--- src/rtl/text_console_writer_macros.svh ---
// Assertion macros for the text console writer.
// Used by the top level; depends on nothing else.
`ifndef TEXT_CONSOLE_WRITER_MACROS_SVH
`define TEXT_CONSOLE_WRITER_MACROS_SVH

// Same-cycle implication, off while reset is asserted.
`define TCW_ASSERT_IMPLIES(label, clk, rst_n, ante, cons, msg) \
    label: assert property (@(posedge clk) disable iff (!rst_n) (ante) |-> (cons)) \
        else $error(msg);

// Next-cycle implication, off while reset is asserted.
`define TCW_ASSERT_NEXT(label, clk, rst_n, ante, cons, msg) \
    label: assert property (@(posedge clk) disable iff (!rst_n) (ante) |=> (cons)) \
        else $error(msg);

`endif

--- src/rtl/tcw_pkg.sv ---
// Shared types and constants of the text console writer.
// Field widths, character codes, function and register codes, sequencer types.
package tcw_pkg;

    localparam int ROWS_DEFAULT = 25;
    localparam int COLS_DEFAULT = 80;

    localparam int FUNC_W     = 3;
    localparam int CHAR_W     = 8;
    localparam int ROW_W      = 5;
    localparam int COL_W      = 7;
    localparam int ATTR_W     = 8;
    localparam int CELL_W     = CHAR_W + ATTR_W;
    localparam int CFG_IDX_W  = 1;
    localparam int CFG_DATA_W = 8;

    localparam logic [CHAR_W-1:0] NEWLINE_CODE = 8'd10;
    localparam logic [CHAR_W-1:0] SPACE_CODE   = 8'd32;
    localparam logic [ATTR_W-1:0] ATTR_RESET   = 8'd15;

    typedef enum logic [CFG_IDX_W-1:0] {
        CFG_TEXT_ATTR  = 1'b0,
        CFG_CLEAR_ATTR = 1'b1
    } t_cfg_idx;

    typedef enum logic [FUNC_W-1:0] {
        F_PUT_CUR = 3'd0,
        F_PUT_AT  = 3'd1,
        F_CLEAR   = 3'd2,
        F_READ    = 3'd3,
        F_SET     = 3'd4
    } t_func;

    typedef enum logic [2:0] {
        S_IDLE,
        S_POS,
        S_ACT,
        S_RDWAIT,
        S_CLEAR,
        S_SCROLL,
        S_DRAIN,
        S_DONE
    } t_state;

    // Status from the datapath to the sequencer.
    typedef struct packed {
        logic  in_fire;
        t_func func;
        logic  is_newline;
        logic  on_screen;
        logic  col_last;
        logic  row_last;
        logic  walk_last;
        logic  out_free;
    } t_stat;

    // Strobes from the sequencer to the datapath.
    typedef struct packed {
        logic in_ready;
        logic calc_pos;
        logic wr_char;
        logic adv_cursor;
        logic set_scrolled;
        logic start_walk;
        logic home_cursor;
        logic place_cursor;
        logic set_bad;
        logic rd_issue;
        logic rd_capture;
        logic clear_step;
        logic scroll_step;
        logic load_out;
    } t_ctrl;

endpackage

--- src/rtl/tcw_fsm.sv ---
// Sequencer of the text console writer: decodes one command over several steps.
// Depends on tcw_pkg for the state, status and strobe types.
module tcw_fsm (
    input  logic           i_clk,
    input  logic           i_rst_n,
    input  tcw_pkg::t_stat i_stat,
    output tcw_pkg::t_ctrl o_ctrl
);

    tcw_pkg::t_state r_state;
    tcw_pkg::t_state n_state;

    always_ff @(posedge i_clk) begin
        if (!i_rst_n) begin
            r_state <= tcw_pkg::S_IDLE;
        end else begin
            r_state <= n_state;
        end
    end

    always_comb begin
        n_state = r_state;
        unique case (r_state)
            tcw_pkg::S_IDLE: begin
                if (i_stat.in_fire) n_state = tcw_pkg::S_POS;
            end
            tcw_pkg::S_POS: begin
                n_state = tcw_pkg::S_ACT;
            end
            tcw_pkg::S_ACT: begin
                unique case (i_stat.func) inside
                    tcw_pkg::F_PUT_CUR, tcw_pkg::F_PUT_AT: begin
                        if (i_stat.col_last && i_stat.row_last) n_state = tcw_pkg::S_SCROLL;
                        else n_state = tcw_pkg::S_DONE;
                    end
                    tcw_pkg::F_CLEAR: begin
                        n_state = tcw_pkg::S_CLEAR;
                    end
                    tcw_pkg::F_READ: begin
                        if (i_stat.on_screen) n_state = tcw_pkg::S_RDWAIT;
                        else n_state = tcw_pkg::S_DONE;
                    end
                    default: begin
                        n_state = tcw_pkg::S_DONE;
                    end
                endcase
            end
            tcw_pkg::S_RDWAIT: begin
                n_state = tcw_pkg::S_DONE;
            end
            tcw_pkg::S_CLEAR: begin
                if (i_stat.walk_last) n_state = tcw_pkg::S_DONE;
            end
            tcw_pkg::S_SCROLL: begin
                if (i_stat.walk_last) n_state = tcw_pkg::S_DRAIN;
            end
            tcw_pkg::S_DRAIN: begin
                n_state = tcw_pkg::S_DONE;
            end
            tcw_pkg::S_DONE: begin
                if (i_stat.out_free) n_state = tcw_pkg::S_IDLE;
            end
            default: begin
                n_state = tcw_pkg::S_IDLE;
            end
        endcase
    end

    always_comb begin
        o_ctrl = '0;
        unique case (r_state)
            tcw_pkg::S_IDLE: begin
                o_ctrl.in_ready = 1'b1;
            end
            tcw_pkg::S_POS: begin
                o_ctrl.calc_pos = 1'b1;
            end
            tcw_pkg::S_ACT: begin
                unique case (i_stat.func) inside
                    tcw_pkg::F_PUT_CUR, tcw_pkg::F_PUT_AT: begin
                        // newline writes no character; it moves the cursor and may scroll
                        o_ctrl.wr_char    = !i_stat.is_newline;
                        o_ctrl.adv_cursor = 1'b1;
                        if (i_stat.col_last && i_stat.row_last) begin
                            o_ctrl.set_scrolled = 1'b1;
                            o_ctrl.start_walk   = 1'b1;
                        end
                    end
                    tcw_pkg::F_CLEAR: begin
                        o_ctrl.start_walk  = 1'b1;
                        o_ctrl.home_cursor = 1'b1;
                    end
                    tcw_pkg::F_READ: begin
                        o_ctrl.rd_issue = i_stat.on_screen;
                        o_ctrl.set_bad  = !i_stat.on_screen;
                    end
                    tcw_pkg::F_SET: begin
                        o_ctrl.place_cursor = i_stat.on_screen;
                        o_ctrl.set_bad      = !i_stat.on_screen;
                    end
                    default: begin
                        o_ctrl.in_ready = 1'b0;
                    end
                endcase
            end
            tcw_pkg::S_RDWAIT: begin
                o_ctrl.rd_capture = 1'b1;
            end
            tcw_pkg::S_CLEAR: begin
                o_ctrl.clear_step = 1'b1;
            end
            tcw_pkg::S_SCROLL: begin
                o_ctrl.scroll_step = 1'b1;
            end
            tcw_pkg::S_DRAIN: begin
                o_ctrl.in_ready = 1'b0;
            end
            tcw_pkg::S_DONE: begin
                o_ctrl.load_out = i_stat.out_free;
            end
            default: begin
                o_ctrl = '0;
            end
        endcase
    end

endmodule

--- config.mk ---
export PLATFORM = sky130hd
export DESIGN_NAME = tcw_fsm
export DESIGN_NICKNAME = d
export VERILOG_FILES = /design/src/rtl/text_console_writer_macros.svh /design/src/rtl/tcw_pkg.sv /design/src/rtl/tcw_fsm.sv
export SDC_FILE = /design/constraint.sdc
export NUM_CORES = 1
export LEC_CHECK = 0
export BUFFER_PORTS_ARGS = -buffer_cell sky130_fd_sc_hd__clkbuf_2
export CAP_MARGIN = 30
export CORE_AREA = 2 2 39 41
export DETAILED_ROUTE_END_ITERATION = 10
export DIE_AREA = 0 0 41 43
export PLACE_DENSITY_LB_ADDON = 0.1
export SETUP_SLACK_MARGIN = 0.02
export SKIP_LAST_GASP = 1
export SLEW_MARGIN = 5
export SYNTH_ARGS = -nofsm -noshare
export SYNTH_HDL_FRONTEND = slang
export SYNTH_SLANG_ARGS = --single-unit
--- constraint.sdc ---
create_clock -name i_clk -period 2.9 [get_ports i_clk]
set_clock_uncertainty 0.2 [all_clocks]
set_input_delay 0.725 -clock i_clk [delete_from_list [all_inputs] [get_ports i_clk]]
set_output_delay 0.725 -clock i_clk [all_outputs]
set_load 0.02 [all_outputs]
# Word level (Yosys, flattened, before mapping)
# Cells that the tools add are included.
totals:
  regBits: 3
  out_inout_bits: 14
  elab_cells: 47
classes:
  n_eq_ne: 15
  muxes: 22
  n_reduce_logical: 9
op_table:
  columns: ["operator", "n"]
  rows:
  - ["one-hot mux 3 bit (7 select lines)", 1]
  - ["two-way mux 3 bit", 6]
  - ["== test 3 bit (second input constant)", 5]
  - ["== test 3 x 2 -> 1 bit (second input constant)", 4]
  - ["two-way mux 1 bit", 10]
  - ["one-hot mux 3 bit (3 select lines)", 1]
  - ["two-way mux 8 bit", 1]
  - ["inequality test 2 bit (second input constant)", 4]
  - ["== test 3 x 1 -> 1 bit (second input constant)", 2]
  - ["zero test 3 bit", 2]
  - ["OR reduction 2 bit", 3]
  - ["two-way mux 2 bit", 2]
  - ["AND reduction 4 bit", 1]
  - ["zero test 1 bit", 2]
  - ["one-hot mux 1 bit (2 select lines)", 1]
  - ["logical AND 1 bit", 1]

# Logic depth before layout (Yosys ltp)
depth:
  ltp_word: 4
  mapped_depth: 4
  mapped_depth_nobuf: 3

# Worst setup path after synthesis
# No wires, ideal clock.
synth_timing:
  kind: "reg2out"
  startpoint: "register r_state[2]"
  endpoint: "output port o_ctrl[8] in the netlist's numbering"
  t_arrival_ns: 1.533
  required_time_ns: 1.975
  path_slack_ns: 0.442
  path_stages_with_launch: 5
  n_path_buf: 1
  cell_sequence: "dfxtp_1 buf_6 or3b_4 or3_1 o21ai_1"
synth_lines:
  columns: ["element", "line", "source"]
  rows:
  - ["start, declared", "tcw_fsm.sv:10", "tcw_pkg::t_state r_state;"]
  - ["start signal, assigned", "tcw_fsm.sv:15", "r_state <= tcw_pkg::S_IDLE;"]
  - ["start signal, assigned", "tcw_fsm.sv:17", "r_state <= n_state;"]
  - ["end, declared", "tcw_fsm.sv:7", "output tcw_pkg::t_ctrl o_ctrl"]

==> metrics.md <==
| Metric | Value |
|---|---|
| Hold Fails Final Rpt | 0 |
| Final core occ | between 30% and 40% |
| Final period util | 93.3% |
| Row count | 14 |
| Core Box Area | ~1400 µm² |
| All-Layer GR Usage | 11.4% |
| Iter 0 DRT Violations | 16 |
| Antenna violations before repair | 0 |
| HPWL Detailed | 767 µm |
| Antenna-violating nets left | 0 |
| Number of flops mapped to enable cells by yosys | 0 |
| Storage cell area | 60.1 µm² |
| Most frequent cells in the layout | clkbuf_2, inv_1, nor2_1 |
| Die X | about 41 µm |
| LEAKAGE | approximately 0.28 nW |
| Slew Limit Fails | 0 |
| Hold slack | 0.463 ns |
| Cts repair resizes | 0 |
| Data arrival, critical path | 1.78 ns |
| Num ports | 26 |
| Critical path class | register to output pin |
| Post-DP Area | ~490 µm² |
| Die height | approximately 43 µm |
| Post-CTS setup buffers | 0 |
| Main flop type after synthesis | dfxtp_1 |
| Gate Count Post-Synth | about 50 |
| Async S/R FF share, synth | 0% |
| H-Tree Level Count | 1 |
| Max_cap viols | 0 |
| Crit path capture type | output pin |
| Post-synthesis simple-gate area fraction | 51.4% |
| Fillers | 160 |
| Sequential share of the synthesized area | 17.3% |
| Initial core utilization | about a quarter |
| Post-Syn Area | 348 µm² |
| Via count of the first global-routing pass | 344 |
| CP required | 1.98 ns |
| Largest cells by area after synthesis | dfxtp_1, and3_1, inv_1, nor2_1, nand4b_1 |
| Max reg flops | 3 |
| Worst r2r src | r_state[2] |
| Top flop regs | r_state: 3 flops |
| Vias | ~460 |
| Synth unique cells | 28 |
| Area occupied by multi-input gates | 246 µm² |
| TritonCTS clock tree | yes |
| Crit-path max FO | 10 |
| Die area | around 1800 µm² |
| TritonCTS Buffers | 3 |
| Synth warnings | 0 |
| Total wire length | 960 µm |
| Sum Neg Setup Slack | 0 ns |
| First-pass GRT wire length | 1390 µm |
| PD cells | 788 nW/µm² |
| Hold/Removal Path Class | register to register |
| Yosys top cell by area | dfxtp_1 |
| Share of the synthesized area in the top cell type | roughly 17% |
| Synth Area in XOR/XNOR | 0% |
| Relative slew slack | 79.5% |
| Pre-Repair DR Iteration Count | 2 |
| Clock Sinks | 3 |
| Critical Path Start | r_state[2] |
| Hold path startpoint | r_state[1] |
| Compound-cell area share of the yosys netlist | 19.4% |
| Leading cell type in the layout, fill and taps excluded | clkbuf_2 |
| Largest family of logic cells by synthesized area | simple AND/OR/NAND/NOR gates |
| Total grt overflow | 0 |
| Final instance area | slightly above 500 µm² |
| Cts hold-fix bufs | 0 |
| CTS root buffer | clkbuf_4 |
| Clk Latency, worst-skew pair | 0.23 ns |
| IO Port Bufs | 25 |
| FMAX | 0.370 GHz |
| Gpl congestion | 0.640 |
| Nets | 92 |
| CP Launch Type | register |
| Final setup vio count | 0 |
| Peak VDD IR | 0.168 mV |
| Share of cells above drive strength 1 | 40.5% |
| Worst-margin pin slew | 0.308 ns |
| Final min period | 2.71 ns |
| Clk pin slew, worst setup/hold paths | 0.04 ns |
| Mux contribution to synthesized area | 0% |
| Area delta synth->final | 48.2% |
| Total inserted antenna cells | 0 |
| Syn_nets | between 60 and 70 |
| Largest net degree at the start of global routing | 13 |
| Status | complete, no violations |
| Wire per inst | 10.1 µm |
| Vias/cell | about 4.8 |
| Synthesized-area fraction occupied by adder cells | 0% |
| Setup repair after global routing missed its margin | false |
| #FFs+latches synth | 3 |
| Clock buffer depth | 2 |
| Residual DRC count | 0 |
| Most flops, register | r_state |
| Syn Area/Cell | 6.82 µm² |
[synth_stat cells (2+ instances only)]
| cell type | count |
|---|---|
| o21ai_0 | 2 |
| nand2_1 | 3 |
| nor3_1 | 3 |
| and3_1 | 4 |
| nand2b_1 | 2 |
| nor2_1 | 5 |
| clkbuf_1 | 2 |
| dfxtp_1 | 3 |
| a31oi_1 | 2 |
| inv_1 | 6 |
| nand4b_1 | 2 |
[through the flow]
stage          power (mW)  instances  worst slack, ns
2_1_floorplan       0.262         51            0.442
3_5_place_dp        0.340         91            0.366
6_report            0.406         95            0.194
5_1_grt             0.441         95            0.121
4_1_cts             0.415         95            0.174
3_3_place_gp        0.340         91            0.369
[final cells by class]
cell class,instances,area share [%]
sequential,3,11.7
timing repair buffer,27,27.2
tap,16,3.88
inverter,6,4.37
multi-input combinational,39,47.8
clock buffer,4,5.10
[routing by layer]
layer  vias to the layer above  track usage, %  share of wire [%]  wire length [µm]
li1                        245               -                  -                 -
met1                       198            16.3                 45               431
met2                        15            15.9                 49               471
met3                         0            3.14                5.8                56
met4                         0            4.00                  0                 0
met5                         -               0                  0                 0
[critical path: stages (launching register included)]
cell,delay [ns]
dfxtp_1,0.39
or3b_4,0.46
or3_1,0.38
o21ai_1,0.15
clkbuf_2,0.18
[path summary, 6_finish.rpt]
| check | to | slack (ns) | cells past startpoint |
|---|---|---|---|
| max | o_ctrl[8] | 0.19 | 4 |
| min | r_state[2] | 0.46 | 3 |
| max reg2reg | r_state[0] | 1.11 | 3 |
| min reg2reg | r_state[2] | 0.46 | 3 |
[power breakdown]
| part | total [mW] | switching [mW] | internal [mW] |
|---|---|---|---|
| combinational | 0.257 | 0.149 | 0.107 |
| sequential | 0.0787 | 0.0184 | 0.0603 |
| clock | 0.0709 | 0.0195 | 0.0514 |
| total | 0.406 | 0.187 | 0.219 |
[logic make-up (layout without fill, tap and decap cells)]
kind of cell / Yosys count / after routing
and+or+nand+nor: 29 / 29
buffers and inverters: 9 / 37
AOI/OAI and AO/OA: 10 / 10
DFF: 3 / 3
No activity file was read; power rests on OpenSTA's default activity.
